<file path="config.mk">
export PLATFORM = sky130hd
export DESIGN_NAME = csv_stream_tokenizer
export DESIGN_NICKNAME = d
export VERILOG_FILES = /design/src/rtl/cst_pkg.sv /design/src/rtl/cst_core.sv /design/src/rtl/cst_fifo.sv /design/src/rtl/csv_stream_tokenizer.sv
export VERILOG_INCLUDE_DIRS = /design/src /design/src/rtl
export SDC_FILE = /design/constraint.sdc
export NUM_CORES = 1
export LEC_CHECK = 0
export ABC_CLOCK_PERIOD_IN_PS = 3850
export BUFFER_PORTS_ARGS = -buffer_cell sky130_fd_sc_hd__buf_2
export CAP_MARGIN = 30
export CORE_ASPECT_RATIO = 1.5
export CORE_MARGIN = 5
export CORE_UTILIZATION = 35
export CTS_BUF_LIST = sky130_fd_sc_hd__clkbuf_8
export DETAILED_ROUTE_END_ITERATION = 8
export PLACE_DENSITY = 0.55
export SETUP_SLACK_MARGIN = 0.15
export SYNTH_ARGS = -nofsm -noshare
export SYNTH_HDL_FRONTEND = slang
export SYNTH_HIERARCHICAL = 1
export SYNTH_SLANG_ARGS = --single-unit
export TNS_END_PERCENT = 10
</file>
<file path="constraint.sdc">
create_clock -name clk_i -period 3.85 [get_ports clk_i]
set_clock_uncertainty 0.05 [all_clocks]
set_input_delay 0.1925 -clock clk_i [delete_from_list [all_inputs] [get_ports clk_i]]
set_output_delay 0.1925 -clock clk_i [all_outputs]
set_load 0.05 [all_outputs]
</file>
<file path="src/rtl/assert_macros.svh">
// assertion macros shared by the tokenizer rtl
// no dependencies; included by files that carry concurrent checks
`ifndef ASSERT_MACROS_SVH
`define ASSERT_MACROS_SVH

// checked outside reset only
`define ASSERT_ON(label, prop, msg) \
  label: assert property (@(posedge clk_i) disable iff (!rst_ni) (prop)) else $error(msg);

// checked at every edge, reset included
`define ASSERT_ALWAYS(label, prop, msg) \
  label: assert property (@(posedge clk_i) (prop)) else $error(msg);

`endif

</file>
<file path="src/rtl/cst_pkg.sv">
// types, codes and constants of the csv stream tokenizer
// no dependencies; imported by cst_core, cst_fifo and csv_stream_tokenizer
package cst_pkg;

  localparam int unsigned BYTE_W     = 8;
  localparam int unsigned CFG_IDX_W  = 8;
  localparam int unsigned FIFO_DEPTH = 4;
  localparam int unsigned PTR_W      = $clog2(FIFO_DEPTH);
  localparam int unsigned CNT_W      = $clog2(FIFO_DEPTH + 1);

  localparam logic [BYTE_W-1:0] CH_LF = 8'd10;
  localparam logic [BYTE_W-1:0] CH_CR = 8'd13;
  localparam logic [BYTE_W-1:0] CH_SP = 8'd32;

  localparam logic [BYTE_W-1:0] DELIM_RESET = 8'd44;
  localparam logic [BYTE_W-1:0] QUOTE_RESET = 8'd34;

  localparam logic [CFG_IDX_W-1:0] CFG_DELIMITER = 8'd0;
  localparam logic [CFG_IDX_W-1:0] CFG_QUOTE     = 8'd1;

  typedef enum logic [2:0] {
    ST_LEAD   = 3'd0,
    ST_OUT    = 3'd1,
    ST_INQ    = 3'd2,
    ST_QOPEN  = 3'd3,
    ST_QCLOSE = 3'd4
  } parse_state_e;

  typedef enum logic [1:0] {
    KIND_APPEND    = 2'd0,
    KIND_FIELD_END = 2'd1,
    KIND_ROW_END   = 2'd2,
    KIND_INVALID   = 2'd3
  } kind_e;

  typedef struct packed {
    kind_e             kind;
    logic [BYTE_W-1:0] field_byte;
    logic [BYTE_W-1:0] trim_count;
    logic              last;
  } result_t;

  typedef struct packed {
    logic [1:0] count;
    result_t    r0;
    result_t    r1;
  } step_t;

  function automatic result_t mk_result(kind_e kind, logic [BYTE_W-1:0] field_byte,
                                        logic [BYTE_W-1:0] trim_count);
    result_t r;
    r.kind       = kind;
    r.field_byte = field_byte;
    r.trim_count = trim_count;
    r.last       = 1'b0;
    return r;
  endfunction

endpackage

</file>
<file path="src/rtl/cst_core.sv">
// input register, config registers, quote state machine and per-byte step logic
// depends on cst_pkg and assert_macros.svh
`include "assert_macros.svh"

module cst_core (
  input  logic                          clk_i,
  input  logic                          rst_ni,
  input  logic                          in_valid_i,
  output logic                          in_ready_o,
  input  logic [cst_pkg::BYTE_W-1:0]    in_byte_i,
  input  logic                          finish_i,
  input  logic                          cfg_valid_i,
  output logic                          cfg_ready_o,
  input  logic [cst_pkg::CFG_IDX_W-1:0] cfg_index_i,
  input  logic [cst_pkg::BYTE_W-1:0]    cfg_data_i,
  input  logic                          space_ok_i,
  output logic                          step_valid_o,
  output cst_pkg::step_t                step_o
);
  import cst_pkg::*;

  logic              in_vld_q;
  logic [BYTE_W-1:0] byte_q;
  logic              fin_q;
  logic              fire;

  logic [BYTE_W-1:0] delim_q, quote_q;

  parse_state_e      st_q, st_d, mid_st;
  logic [BYTE_W-1:0] prev_q, prev_d;
  logic [BYTE_W-1:0] ts_q, ts_d, ts_mid;
  logic              fo_q, fo_d;
  logic              le, go;
  step_t             step;

  assign fire         = in_vld_q && space_ok_i;
  assign in_ready_o   = !in_vld_q || fire;
  assign step_valid_o = fire;
  assign step_o       = step;
  assign cfg_ready_o  = 1'b1;

  always_ff @(posedge clk_i or negedge rst_ni) begin
    if (!rst_ni) begin
      in_vld_q <= 1'b0;
    end else if (in_ready_o) begin
      in_vld_q <= in_valid_i;
    end
  end

  always_ff @(posedge clk_i) begin
    if (in_valid_i && in_ready_o) begin
      byte_q <= in_byte_i;
      fin_q  <= finish_i;
    end
  end

  always_ff @(posedge clk_i or negedge rst_ni) begin
    if (!rst_ni) begin
      delim_q <= DELIM_RESET;
      quote_q <= QUOTE_RESET;
    end else if (cfg_valid_i) begin
      unique case (cfg_index_i)
        CFG_DELIMITER: delim_q <= cfg_data_i;
        CFG_QUOTE:     quote_q <= cfg_data_i;
        default: ;
      endcase
    end
  end

  always_ff @(posedge clk_i or negedge rst_ni) begin
    if (!rst_ni) begin
      st_q   <= ST_LEAD;
      prev_q <= '0;
      ts_q   <= '0;
      fo_q   <= 1'b0;
    end else if (fire) begin
      st_q   <= st_d;
      prev_q <= prev_d;
      ts_q   <= ts_d;
      fo_q   <= fo_d;
    end
  end

  assign le = (byte_q == CH_LF) || (byte_q == CH_CR);

  always_comb begin
    st_d       = st_q;
    prev_d     = prev_q;
    ts_d       = ts_q;
    fo_d       = fo_q;
    mid_st     = st_q;
    ts_mid     = ts_q;
    go         = 1'b0;
    step.count = 2'd0;
    step.r0    = mk_result(KIND_APPEND, '0, '0);
    step.r1    = mk_result(KIND_APPEND, '0, '0);

    if (fin_q) begin
      if (st_q == ST_INQ) begin
        step.count = 2'd1;
        step.r0    = mk_result(KIND_INVALID, '0, '0);
      end else begin
        if (fo_q) begin
          step.count = 2'd2;
          step.r0    = mk_result(KIND_FIELD_END, '0, ts_q);
          step.r1    = mk_result(KIND_ROW_END, '0, '0);
        end
        st_d   = ST_LEAD;
        prev_d = '0;
        ts_d   = '0;
        fo_d   = 1'b0;
      end
    end else if (le && st_q != ST_INQ && byte_q != prev_q &&
                 (prev_q == CH_LF || prev_q == CH_CR)) begin
      // second half of a line end pair
      prev_d = '0;
    end else begin
      prev_d = byte_q;
      go     = 1'b1;
      unique case (st_q)
        ST_LEAD: begin
          fo_d = 1'b1;
          if (byte_q == CH_SP) begin
            go = 1'b0;
          end else begin
            mid_st = ST_OUT;
          end
        end
        ST_QOPEN: begin
          if (byte_q == quote_q && fo_q) begin
            step.count = 2'd1;
            step.r0    = mk_result(KIND_APPEND, quote_q, '0);
            st_d       = ST_OUT;
            go         = 1'b0;
          end else begin
            mid_st = ST_INQ;
          end
        end
        ST_QCLOSE: begin
          if (byte_q == quote_q) begin
            step.count = 2'd1;
            step.r0    = mk_result(KIND_APPEND, quote_q, '0);
            st_d       = ST_INQ;
            go         = 1'b0;
          end else begin
            mid_st = ST_OUT;
          end
        end
        default: ;
      endcase

      if (go) begin
        st_d = mid_st;
        unique case (mid_st)
          ST_OUT: begin
            if (le || byte_q == delim_q) begin
              st_d       = ST_LEAD;
              step.count = 2'd1;
              step.r0    = mk_result(KIND_FIELD_END, '0, ts_q);
              ts_mid     = '0;
              fo_d       = 1'b1;
            end else if (byte_q == quote_q) begin
              st_d = ST_QOPEN;
            end else begin
              step.count = 2'd1;
              step.r0    = mk_result(KIND_APPEND, byte_q, '0);
            end
            if (byte_q == CH_SP) begin
              ts_d = (ts_mid == '1) ? ts_mid : ts_mid + 8'd1;
            end else begin
              ts_d = '0;
            end
            if (le) begin
              fo_d       = 1'b0;
              step.count = 2'd2;
              step.r1    = mk_result(KIND_ROW_END, '0, '0);
            end
          end
          ST_INQ: begin
            if (byte_q == quote_q) begin
              st_d = ST_QCLOSE;
            end else begin
              step.count = 2'd1;
              step.r0    = mk_result(KIND_APPEND, byte_q, '0);
            end
          end
          default: ;
        endcase
      end
    end

    if (step.count == 2'd1) begin
      step.r0.last = 1'b1;
    end else if (step.count == 2'd2) begin
      step.r1.last = 1'b1;
    end
  end

  `ASSERT_ON(a_finish_clears, fire && fin_q && st_q != ST_INQ |=> st_q == ST_LEAD && !fo_q && ts_q == '0, "finish did not clear the parser state")
  `ASSERT_ON(a_pair_last, step.count == 2'd2 |-> !step.r0.last && step.r1.last, "last flag misplaced in a result pair")
  `ASSERT_ON(a_invalid_alone, step.r0.kind == KIND_INVALID |-> step.count == 2'd1 && fin_q, "invalid result outside a lone finish")

endmodule

</file>
<file path="src/rtl/cst_fifo.sv">
// result queue: takes up to two results per cycle, hands out one per transaction
// depends on cst_pkg and assert_macros.svh
`include "assert_macros.svh"

module cst_fifo (
  input  logic                       clk_i,
  input  logic                       rst_ni,
  input  logic                       push_i,
  input  cst_pkg::step_t             step_i,
  output logic                       space_ok_o,
  output logic                       out_valid_o,
  input  logic                       out_ready_i,
  output cst_pkg::result_t           result_o
);
  import cst_pkg::*;

  result_t          mem_q [FIFO_DEPTH];
  logic [PTR_W-1:0] wr_ptr_q, wr_ptr_d, rd_ptr_q, rd_ptr_d, wr_ptr_nxt;
  logic [CNT_W-1:0] cnt_q, cnt_d, push_n;
  logic             pop;

  assign out_valid_o = (cnt_q != '0);
  assign pop         = out_valid_o && out_ready_i;
  assign space_ok_o  = (cnt_q <= CNT_W'(FIFO_DEPTH - 2));
  assign result_o    = mem_q[rd_ptr_q];
  assign push_n      = push_i ? CNT_W'(step_i.count) : '0;
  assign wr_ptr_nxt  = wr_ptr_q + PTR_W'(1);

  always_comb begin
    wr_ptr_d = wr_ptr_q + PTR_W'(push_n);
    rd_ptr_d = pop ? rd_ptr_q + PTR_W'(1) : rd_ptr_q;
    cnt_d    = cnt_q + push_n - (pop ? CNT_W'(1) : '0);
  end

  always_ff @(posedge clk_i or negedge rst_ni) begin
    if (!rst_ni) begin
      wr_ptr_q <= '0;
      rd_ptr_q <= '0;
      cnt_q    <= '0;
    end else begin
      wr_ptr_q <= wr_ptr_d;
      rd_ptr_q <= rd_ptr_d;
      cnt_q    <= cnt_d;
    end
  end

  always_ff @(posedge clk_i) begin
    if (push_i && step_i.count != 2'd0) begin
      mem_q[wr_ptr_q] <= step_i.r0;
    end
    if (push_i && step_i.count == 2'd2) begin
      mem_q[wr_ptr_nxt] <= step_i.r1;
    end
  end

  `ASSERT_ALWAYS(a_cnt_bound, !rst_ni || cnt_q <= CNT_W'(FIFO_DEPTH), "result queue overfilled")
  `ASSERT_ON(a_push_space,
             push_i && step_i.count != 2'd0 |-> space_ok_o,
             "push into a full queue")

endmodule

</file>
<file path="src/rtl/csv_stream_tokenizer.sv">
// top level of the csv stream tokenizer: step logic feeding a result queue
// depends on cst_pkg, cst_core and cst_fifo
//
//  channel  signals                                       dir
//  in       in_valid_i/in_ready_o, in_byte_i, finish_i     sink
//  cfg      cfg_valid_i/cfg_ready_o, cfg_index_i, cfg_data_i  sink
//  out      out_valid_o/out_ready_i, kind_o, field_byte_o,
//           trim_count_o, last_o                          source
//
// one byte per cycle is taken while the queue has space; a transaction passes the
// input register, the step logic and the four-entry result queue, so its first result
// is valid once the step logic has written it from the input register into the queue
// a row end or finish adds a second result, so the output sets the rate to one result
// per cycle with out_ready_i high; bytes are taken while at most two entries are held
// reset clears the parser state, the queue and restores delimiter and quote byte
// cfg writes are always ready and take effect at the next edge
module csv_stream_tokenizer (
  input  logic                          clk_i,
  input  logic                          rst_ni,
  input  logic                          in_valid_i,
  output logic                          in_ready_o,
  input  logic [cst_pkg::BYTE_W-1:0]    in_byte_i,
  input  logic                          finish_i,
  input  logic                          cfg_valid_i,
  output logic                          cfg_ready_o,
  input  logic [cst_pkg::CFG_IDX_W-1:0] cfg_index_i,
  input  logic [cst_pkg::BYTE_W-1:0]    cfg_data_i,
  output logic                          out_valid_o,
  input  logic                          out_ready_i,
  output logic [1:0]                    kind_o,
  output logic [cst_pkg::BYTE_W-1:0]    field_byte_o,
  output logic [cst_pkg::BYTE_W-1:0]    trim_count_o,
  output logic                          last_o
);
  import cst_pkg::*;

  logic    space_ok;
  logic    step_valid;
  step_t   step;
  result_t result;

  cst_core u_core (
    .clk_i        (clk_i),
    .rst_ni       (rst_ni),
    .in_valid_i   (in_valid_i),
    .in_ready_o   (in_ready_o),
    .in_byte_i    (in_byte_i),
    .finish_i     (finish_i),
    .cfg_valid_i  (cfg_valid_i),
    .cfg_ready_o  (cfg_ready_o),
    .cfg_index_i  (cfg_index_i),
    .cfg_data_i   (cfg_data_i),
    .space_ok_i   (space_ok),
    .step_valid_o (step_valid),
    .step_o       (step)
  );

  cst_fifo u_fifo (
    .clk_i       (clk_i),
    .rst_ni      (rst_ni),
    .push_i      (step_valid),
    .step_i      (step),
    .space_ok_o  (space_ok),
    .out_valid_o (out_valid_o),
    .out_ready_i (out_ready_i),
    .result_o    (result)
  );

  assign kind_o       = 2'(result.kind);
  assign field_byte_o = result.field_byte;
  assign trim_count_o = result.trim_count;
  assign last_o       = result.last;

endmodule
</file>
==> out/metrics.cfg, run 1 <==
[critical_path]
cp_data_arrival_time_ns=3.58
reg2reg_depth=11
cp-start-kind=flop
rr_startpoint=u_core/byte_q[6]
r2r_end=u_fifo/mem_q[1][0]
crit_fanout=19
critPathRequiredTime_ns=3.98
crit_path_end_kind=flop
worstSetupPathType=flop to flop
reg2reg_slack_ns=0.40

[clock_tree]
numCtsBuffers=17
clockRootBuffer=clkbuf_8
cts_sinks=129
insertion_delay_ns=0.44
clk_pin_slew_ns=0.08
cts_tree=built
h-tree-depth=4
clock_path_buffers=2

[sta]
setup_slack_ns=0.396
whs_ns=0.123
period_share=0.897
setup_viol=0
fin_tns_setup_ns=0
relSlewSlack=0.533
fin_crit_ns=3.45
timing.fmax_mhz=290
rsz0062_at_grt=no
finalHoldViolations=0
drv_slew=0
tightestPinTransition_ns=0.698

[drt]
first_iter_violations=270
viasPerCell=5.18
firstDrtPassIters=4
drc=0
wire_per_inst_um=18.6
num_vias=4736
ant_nets=0
wirelength_um=17000

[min_path]
min-delay-start=out_ready_i
min_path_type=primary input to flop
hold_path_depth=3
hold_end=u_fifo/rd_ptr_q[0]

[placed_design]
dp_slack_ns=0.235
gp_congestion=0.855
io_buffers=50
hpwlAfterDp_um=11900
postPlaceCellArea_um2=7750

[floorplan]
coreArea_um2=20300
dieWidth_um=127
die_h_um=185
initial_utilization=0.354
dieArea_um2=23500
num_io_pins=52
rows=64

[power_and_ir_drop]
p_leak_nw=3.30
powerDensity_nw_per_um2=604
vdd_drop_max_v=0.000277

[synthesis]
synth_seq_cells=129
syn_inst=552
synth_edf_count=85
synth_ff_type=edfxtp_1
async_flop_share=0.341
seq_area_frac_synth=0.511
yosysWarningCount=6
syn_area_per_cell_um2=13.0
synth_cell_types=69
syn_area_um2=7170

[flow_run]
maxCapViolations=0

[finish]
final_nets=674
antenna_cells=0
regArea_um2=3660
drive_above_1_share=0.375
multi_input_area_um2=3260
final_cell_area_um2=8390
fillers=1907
area_growth_pct=17.0

[global_routing]
antenna_found_initial=0
grt_usage=0.152
grt_pass1_wl_um=27500
grt.overflow.total=0
grt_pass1_vias=5012
grt_max_degree=45

[outcome]
outcome=finished clean

==> area by class of cell <==
type                       count  area share
clock buffer                  18      0.0295
clock inverter                14      0.0170
inverter                       9     0.00403
multi-input combinational    383       0.388
sequential                   129       0.436
tap                          264      0.0394
timing repair buffer          98      0.0853
==> placed cells by master (no fill, tap or decap), types with 12 or more instances in the layout <==
cell           synthesis  final
buf_2                 14     50
nor2_1                29     29
xnor2_1               19     19
dfrtp_1               39     39
mux2_2                93     93
dlygate4sd3_1          0     19
mux4_2                19     19
buf_4                 21     25
a21oi_1               12     12
nand2_1               24     24
conb_1                 2     18
clkbuf_8               0     18
edfxtp_1              85     85
==> cell usage after synthesis, types with 5 or more instances <==
cell / n / area, µm²
a21o_1: 5 / 37.5
a21oi_1: 12 / 60.1
a22o_1: 7 / 61.3
a22oi_1: 8 / 60.1
and2_1: 9 / 56.3
buf_2: 14 / 70.1
buf_4: 21 / 158
clkbuf_1: 9 / 33.8
dfrtp_1: 39 / 976
dfstp_2: 5 / 131
edfxtp_1: 85 / 2550
ha_1: 5 / 62.6
inv_1: 9 / 33.8
mux2_2: 93 / 1050
mux4_2: 19 / 428
nand2_1: 24 / 90.1
nand2b_1: 10 / 62.6
nand3_1: 8 / 40.0
nand4_1: 9 / 56.3
nor2_1: 29 / 109
nor2b_1: 10 / 62.6
nor3_1: 7 / 35.0
o21ai_0: 11 / 55.1
xnor2_1: 19 / 166
xor2_1: 11 / 96.3
==> state kept, by name, indices dropped and copies added (netlist names) <==
signal / count
u_fifo/rd_ptr_q: 2
u_core/st_q: 3
u_core/delim_q: 8
u_core/fo_q: 1
u_core/fin_q: 1
u_core/prev_q: 8
u_core/byte_q: 8
u_fifo/wr_ptr_q: 2
u_core/ts_q: 8
u_fifo/cnt_q: 3
u_core/quote_q: 8
u_fifo/mem_q: 76
u_core/in_vld_q: 1
==> what timing repair did <==
item                                    CTS  global route
endpoints found under the setup margin    0            22
buffers inserted                          0             6
hold endpoints to repair                 65             0
hold buffers                             19             0
resized for setup                         0             3
==> critical path, stage by stage, from the launching register on <==
cell and delay [ns]:
edfxtp_1 0.46, buf_4 0.19, nor3_1 0.23, o2111a_1 0.33, o2111ai_1 0.18, and2_1 0.22
a31oi_1 0.25, a41oi_2 0.10, nand3b_2 0.31, or3_1 0.32, buf_4 0.24, mux2_2 0.31
==> metal layers <==
| metal | vias up | track usage | part of all wire |
|---|---|---|---|
| li1 | 2230 | - | - |
| met1 | 2371 | 0.169 | 0.39 |
| met2 | 107 | 0.277 | 0.54 |
| met3 | 28 | 0.0329 | 0.033 |
| met4 | 0 | 0.0666 | 0.033 |
| met5 | - | 0 | 0 |
==> report_power, final <==
group	switching (mW)	internal (mW)
registers	0.171	1.75
clock network	0.562	0.592
logic	1.26	0.738
total	1.99	3.08
==> cell families (layout without fill, tap and decap cells) <==
kind of cell,after synthesis,in the layout,synth area share
AOI/OAI and AO/OA,82,82,0.0847
xor gates and xnor gates,30,30,0.0367
adders and majority gates,6,6,0.0115
buffers and inverters,56,139,0.0449
DFF,129,129,0.511
muxes,112,112,0.206
other,2,18,0.00105
and+or+nand+nor,135,135,0.105
==> worst max-delay path by stage <==
stage / from / to / slack, ns / cells after the start
floorplan: u_core/prev_q[4] / u_fifo/mem_q[1][0] / 0.38 / 10
finish: u_core/byte_q[6] / u_fifo/mem_q[1][0] / 0.40 / 11
global route: u_core/quote_q[1] / u_fifo/cnt_q[2] / 0.16 / 14
CTS: u_core/st_q[0] / u_fifo/cnt_q[2] / 0.21 / 14
global placement: u_core/st_q[0] / u_fifo/cnt_q[2] / 0.29 / 14
detailed placement: u_core/st_q[0] / u_fifo/cnt_q[2] / 0.24 / 14
==> metrics by stage <==
step	cells	utilization	total power, mW
after floorplan	568	-	3.43
after global placement	857	0.381	3.89
after detailed placement	858	0.383	3.94
after CTS	909	0.411	5.13
after global routing	915	0.414	5.36
final	915	0.414	5.07
Note: power is estimated with default switching activity, not from simulation.
==> run 2: changes to the inputs <==
--- a/config.mk
+++ b/config.mk
@@ -14,7 +14,7 @@
 export CORE_UTILIZATION = 35
 export CTS_BUF_LIST = sky130_fd_sc_hd__clkbuf_8
 export DETAILED_ROUTE_END_ITERATION = 8
-export PLACE_DENSITY = 0.55
+export RECOVER_POWER = 25
 export SETUP_SLACK_MARGIN = 0.15
 export SYNTH_ARGS = -nofsm -noshare
 export SYNTH_HDL_FRONTEND = slang
==> out/metrics.cfg, run 2 (same netlist as run 1, synthesis figures left out) <==
[drt]
wirelength_um=16500  ; -3.0%
first_iter_violations=345  ; +28%
viasPerCell=5.15  ; -0.43%
num_vias=4721  ; -0.32%
firstDrtPassIters=7  ; +3
ant_nets=0  ; unchanged
drc=0  ; unchanged
wire_per_inst_um=18.0  ; -3.1%

[sta]
setup_slack_ns=0.374  ; -0.0228 ns
rsz0062_at_grt=no
tightestPinTransition_ns=2.60  ; +1.90 ns
fin_crit_ns=3.48  ; +0.0228 ns
relSlewSlack=-0.731  ; -1.26
fin_tns_setup_ns=0  ; unchanged
drv_slew=45  ; +45
period_share=0.903  ; +0.00592
timing.fmax_mhz=288  ; -0.66%
setup_viol=0  ; unchanged
finalHoldViolations=0  ; unchanged

[placed_design]
hpwlAfterDp_um=11700  ; -1.8%
dp_slack_ns=0.260  ; +0.0243 ns
io_buffers=50  ; unchanged
gp_congestion=0.881  ; +3.1%

[power_and_ir_drop]
p_int_mw=3.01  ; -2.2%
p_sw_mw=1.97  ; -0.76%
vdd_drop_max_v=0.000326  ; +18%
combPwrFrac=0.400  ; +0.007
p_leak_nw=3.27  ; -0.80%
power_frac_seq=0.386  ; +0.007
powerDensity_nw_per_um2=595  ; -1.5%
clockPowerShare=0.213  ; -0.015
swShare=0.396  ; +0.00339

[global_routing]
grt_max_degree=45  ; unchanged
grt_pass1_vias=5010  ; -0.040%
grt_usage=0.145  ; -0.00679
antenna_found_initial=0  ; unchanged
grt.overflow.total=0  ; unchanged
grt_pass1_wl_um=26300  ; -4.4%

[finish]
largest_reg_flops=76  ; unchanged
layout_common_cells=mux2_2, edfxtp_1, buf_2
top_register=u_fifo/mem_q
final_nets=675  ; +0.15%
final_common_cell=mux2_2
regArea_um2=3660  ; unchanged
fillers=1879  ; -1.5%
area_growth_pct=16.9
antenna_cells=0  ; unchanged
multi_input_area_um2=3270  ; +0.38%
drive_above_1_share=0.380  ; +0.00556

[clock_tree]
h-tree-depth=4  ; unchanged
clock_path_buffers=2  ; unchanged
clk_pin_slew_ns=0.08  ; about the same
clockRootBuffer=clkbuf_8
insertion_delay_ns=0.43  ; about the same
cts_sinks=129  ; unchanged
cts_tree=built
numCtsBuffers=17  ; unchanged

[outcome]
outcome=finished, violations left
violations=capacitance limit, slew limit

[critical_path]
critPathRequiredTime_ns=3.98  ; about the same
cp_data_arrival_time_ns=3.60  ; +0.02 ns
rr_startpoint=u_core/byte_q[0]
worstSetupStartpoint=u_core/byte_q[0]
crit_fanout=19  ; unchanged
crit_path_end_kind=flop
worstSetupPathType=flop to flop
cp-start-kind=flop

[min_path]
min_path_type=primary input to flop
min-delay-start=out_ready_i

[floorplan]
rows=64  ; unchanged
coreArea_um2=20300  ; unchanged
initial_utilization=0.354  ; unchanged
dieArea_um2=23500  ; unchanged
dieWidth_um=127  ; unchanged
die_h_um=185  ; unchanged
num_io_pins=52  ; unchanged

[flow_run]
maxCapViolations=1  ; +1

run 2: cell types whose count changed in the layout (fill, tap and decap cells not counted), sizes merged:
cell      before  now
inv           14    9
clkinvlp       2    6
clkbuf        18   20
clkinv         5    7
buf           79   78
bufinv         2    1
run 2: repair_timing:
action	4_1_cts	5_1_grt
hold endpoints to repair	65	0
buffers inserted	0	11
resized for setup	0	4
hold buffers	19	0
endpoints found under the setup margin	0	28
run 2: path summary, 6_finish.rpt:
check | end | slack [ns] | cells past startpoint
setup / recovery | u_fifo/mem_q[1][0] | 0.37 | 10
hold / removal | u_fifo/rd_ptr_q[0] | 0.11 | 3
setup reg to reg | u_fifo/mem_q[1][0] | 0.37 | 10
hold reg to reg | u_fifo/rd_ptr_q[0] | 0.45 | 1
max in group asynchronous | u_core/delim_q[1] | 1.11 | 3
min in group asynchronous | u_core/ts_q[5] | 1.16 | 3
run 2: critical path: stages (launching register included):
cell,delay (ns)
edfxtp_1,0.52
xor2_1,0.22
nor4_4,0.40
nand2_1,0.14
buf_4,0.18
o21ai_0,0.29
a41oi_2,0.23
nand3b_2,0.32
or3_1,0.33
buf_4,0.24
mux2_2,0.31
run 2: area by class of cell:
cell class / instances / share of cell area
clock inverter: 14 / 0.0140
inverter: 9 / 0.00403
timing repair buffer: 99 / 0.0859
tap: 264 / 0.0394
clock buffer: 18 / 0.0296
sequential: 129 / 0.437
multi-input combinational: 383 / 0.390
run 2: metrics by stage:
| step | power [mW] | utilization | std cells | hold slack [ns] | area, µm² |
|---|---|---|---|---|---|
| 2_1_floorplan | 3.43 | - | 568 | -0.153 | 7230 |
| 3_3_place_gp | 3.85 | 0.380 | 853 | 0.267 | 7690 |
| 3_5_place_dp | 3.92 | 0.381 | 854 | 0.259 | 7720 |
| 4_1_cts | 5.02 | 0.408 | 905 | 0.0848 | 8280 |
| 5_1_grt | 5.26 | 0.414 | 916 | 0.111 | 8380 |
| 6_report | 4.99 | 0.414 | 916 | 0.111 | 8380 |
run 2: power by group through the flow:
stage               Clock [mW]  Combinational [mW]  Sequential (mW)
floorplan                    0                1.57             1.86
global route              1.16                2.14             1.95
global placement             0                1.87             1.98
CTS                       1.10                1.98             1.93
detailed placement           0                1.96             1.96
finish                    1.06                2.00             1.93
run 2: layer usage:
metal / up-vias / wire [µm] / global-route usage
li1: 2239 / - / -
met3: 23 / 513 / 0.0289
met5: - / 0 / 0
met2: 98 / 9110 / 0.275
met1: 2361 / 6470 / 0.154
met4: 0 / 392 / 0.0631
==> run 3: changes to the inputs <==
--- a/config.mk
+++ b/config.mk
@@ -9,15 +9,18 @@
 export ABC_CLOCK_PERIOD_IN_PS = 3850
 export BUFFER_PORTS_ARGS = -buffer_cell sky130_fd_sc_hd__buf_2
 export CAP_MARGIN = 30
+export CELL_PAD_IN_SITES_DETAIL_PLACEMENT = 1
+export CELL_PAD_IN_SITES_GLOBAL_PLACEMENT = 2
 export CORE_ASPECT_RATIO = 1.5
 export CORE_MARGIN = 5
 export CORE_UTILIZATION = 35
 export CTS_BUF_LIST = sky130_fd_sc_hd__clkbuf_8
+export CTS_CLUSTER_DIAMETER = 30
 export DETAILED_ROUTE_END_ITERATION = 8
+export PLACE_DENSITY_LB_ADDON = 0.1
 export RECOVER_POWER = 25
 export SETUP_SLACK_MARGIN = 0.15
 export SYNTH_ARGS = -nofsm -noshare
 export SYNTH_HDL_FRONTEND = slang
-export SYNTH_HIERARCHICAL = 1
 export SYNTH_SLANG_ARGS = --single-unit
 export TNS_END_PERCENT = 10
==> out/metrics.cfg, run 3 <==
[outcome]
outcome=finished, violations left
violations=capacitance limit, slew limit

[critical_path]
path_delay_family=compound AO/OA/AOI/OAI gates
worstSetupPathType=flop to flop
cp_data_arrival_time_ns=3.74  ; +0.14 ns
reg2reg_slack_ns=0.39  ; +0.02 ns
critPathRequiredTime_ns=4.13  ; +0.15 ns
r2r_end=u_fifo.cnt_q[2]
cp-start-kind=flop
cpMaxStageDelayCell=edfxtp_1
path_common_cell=xor2_1
path_buf_inv=1  ; -1
crit_fanout=7  ; -12
path_cells=xor2_1 -> nor4_2 -> a211oi_1 -> a2111o_1 -> a31o_1 -> nor2b_2 -> nor2_1 -> ha_1 -> inv_1 -> fa_1 -> xor2_1 -> xnor2_1
reg2reg_depth=12  ; +2
crit_path_end_kind=flop
cpPeakStageDelay_ns=0.55  ; +0.03 ns
rr_startpoint=u_core.byte_q[4]

[drt]
route.met3.wl_um=530  ; +3.3%
num_vias=4995  ; +5.8%
viasPerCell=5.26  ; +2.0%
wirelength_um=18800  ; +14%
first_iter_violations=141  ; -59%
wire_per_inst_um=19.8  ; +9.8%
ant_nets=0  ; unchanged
drc=0  ; unchanged
m1WireLength_um=7380  ; +14%
dr_wl_met2_um=10300  ; +13%
firstDrtPassIters=7  ; unchanged
highest_layer=met4

[clock_tree]
insertion_delay_ns=0.44  ; about the same
clock_path_buffers=2  ; unchanged
cts_sinks=129  ; unchanged
numCtsBuffers=17  ; unchanged
post_cts_buffers=0  ; unchanged
h-tree-depth=4  ; unchanged
cts_tree=built
clk_pin_slew_ns=0.08  ; about the same
clockRootBuffer=clkbuf_8

[global_routing]
grt_pass1_vias=5658  ; +13%
grt_max_degree=33  ; -27%
grt_pass1_wl_um=30600  ; +16%
antenna_found_initial=0  ; unchanged
grt_usage=0.186  ; +0.0411
grt.overflow.total=0  ; unchanged

[placed_design]
dp_slack_ns=0.290  ; +0.0303 ns
gp_congestion=0.833  ; -5.5%
hpwlAfterDp_um=13900  ; +19%
dp_cells=899  ; +5.3%
io_buffers=50  ; unchanged

[sta]
timing.fmax_mhz=289  ; +0.50%
finalHoldViolations=0  ; unchanged
period_share=0.898  ; -0.00447
fin_tns_setup_ns=0  ; unchanged
setup_viol=0  ; unchanged
drv_slew=33  ; -27%
setup_slack_ns=0.391  ; +0.0172 ns
fin_crit_ns=3.46  ; -0.0172 ns
rsz0062_at_grt=no
tightestPinTransition_ns=1.87  ; -0.728 ns
relSlewSlack=-0.246  ; +0.485

[synthesis]
synth_area_leader_cell=dfxtp_1
yosysWarningCount=0  ; -6
synth_area_leaders=dfxtp_1, dfrtp_1, mux2i_1
synth_ff_type=dfxtp_1
synth.most_common_cell=nand2_1
async_flop_share=0.341  ; unchanged
synth_fp_nets=643
yosysTopAreaCellShare=0.210  ; -0.147
synth_cell_types=66  ; -4.3%
synth_edf_count=17  ; -80%
synth_seq_cells=129  ; unchanged
syn_area_per_cell_um2=10.7  ; -18%
synth.top_cells.by_count=nand2_1, mux2i_1, dfxtp_1
syn_inst=607  ; +10%
seq_area_frac_synth=0.459  ; -0.0520
syn_area_um2=6490  ; -9.4%

[min_path]
min-delay-start=out_ready_i
hold_end=u_fifo.rd_ptr_q[0]
min_path_type=primary input to flop
hold_path_depth=3  ; unchanged

[finish]
antenna_cells=0  ; unchanged
drive_above_1_share=0.239  ; -0.141
top_register=u_fifo.mem_q
area_growth_pct=17.9
final_nets=721  ; +6.8%
layout_common_cells=nand2_1, mux2i_1, dfxtp_1
largest_reg_flops=76  ; unchanged
final_common_cell=nand2_1
post-route-util=0.416  ; +0.00270
finalNonFillerCells=950  ; +3.7%

[power_and_ir_drop]
powerDensity_nw_per_um2=666  ; +12%
vdd_drop_max_v=0.000279  ; -14%
p_leak_nw=3.09  ; -5.5%

[floorplan]
initial_utilization=0.353  ; -0.000650
die_h_um=177  ; -4.5%
num_io_pins=52  ; unchanged
dieArea_um2=21400  ; -8.8%
coreArea_um2=18400  ; -9.2%
rows=61  ; -4.7%
dieWidth_um=121  ; -4.4%

[flow_run]
maxCapViolations=1  ; unchanged

run 3: changes by cell type after synthesis, sizes merged, moves of 12 or more:
cell,delta
buf,-16
dfxtp,+68
edfxtp,-68
mux2,-77
mux2i,+69
nand2,+72
nor2,-12
run 3: area by class of cell:
type,count,area [µm²]
clock buffer,17,234
clock inverter,15,121
fill,2051,10700
inverter,11,41.3
multi-input combinational,428,3280
sequential,129,2980
tap,252,315
timing repair buffer,98,686
run 3: power by group:
part | switching, mW | total (mW) | internal (mW)
logic | 1.22 | 2.03 | 0.810
clock network | 0.566 | 1.07 | 0.504
registers | 0.285 | 2.00 | 1.72
run 3: metrics by stage:
step / power (mW) / hold slack [ns] / area [µm²]
after floorplan: 3.47 / -0.153 / 6490
after global placement: 3.98 / 0.319 / 7070
after detailed placement: 4.08 / 0.0739 / 7120
after CTS: 5.18 / 0.115 / 7670
after global routing: 5.41 / 0.152 / 7660
final: 5.10 / 0.145 / 7660
run 3: worst max path at each step:
stage                       to        startpoint  slack (ns)  depth (start not counted)
6_report       u_fifo.cnt_q[2]  u_core.byte_q[4]        0.39                         12
3_3_place_gp   u_fifo.cnt_q[2]  u_core.byte_q[4]        0.33                         12
3_5_place_dp   u_fifo.cnt_q[2]  u_core.byte_q[4]        0.29                         12
2_1_floorplan  u_fifo.cnt_q[2]  u_core.byte_q[7]        0.81                         13
4_1_cts        u_fifo.cnt_q[2]  u_core.byte_q[4]        0.26                         12
5_1_grt        u_fifo.cnt_q[2]  u_core.byte_q[7]        0.20                         12
run 3: tightest hold or removal path: stages:
cell    delay [ns]
buf_2         0.08
and2_1        0.22
xor2_1        0.09
run 3: metal layers:
metal | global-route usage | vias up
met1 | 0.203 | 2529
met3 | 0.0342 | 30
met2 | 0.349 | 99
met4 | 0.0752 | 0
met5 | 0 | -
li1 | - | 2337
run 3: cells by family after synthesis:
| logic type | synth area share |
|---|---|
| multiplexers | 0.200 |
| adder cells (fa/ha/maj) | 0.0127 |
| AO/OA/AOI/OAI | 0.101 |
| buffers and inverters | 0.0399 |
| XOR/XNOR | 0.0405 |
| flip-flops | 0.459 |
| AND/OR/NAND/NOR | 0.147 |
| other | 0.000577 |
run 3: repair_timing:
| item | 4_1_cts | 5_1_grt |
|---|---|---|
| resized for setup | 0 | 2 |
| hold buffers | 19 | 0 |
| setup endpoints to repair | 0 | 1 |
| hold endpoints to repair | 65 | 0 |
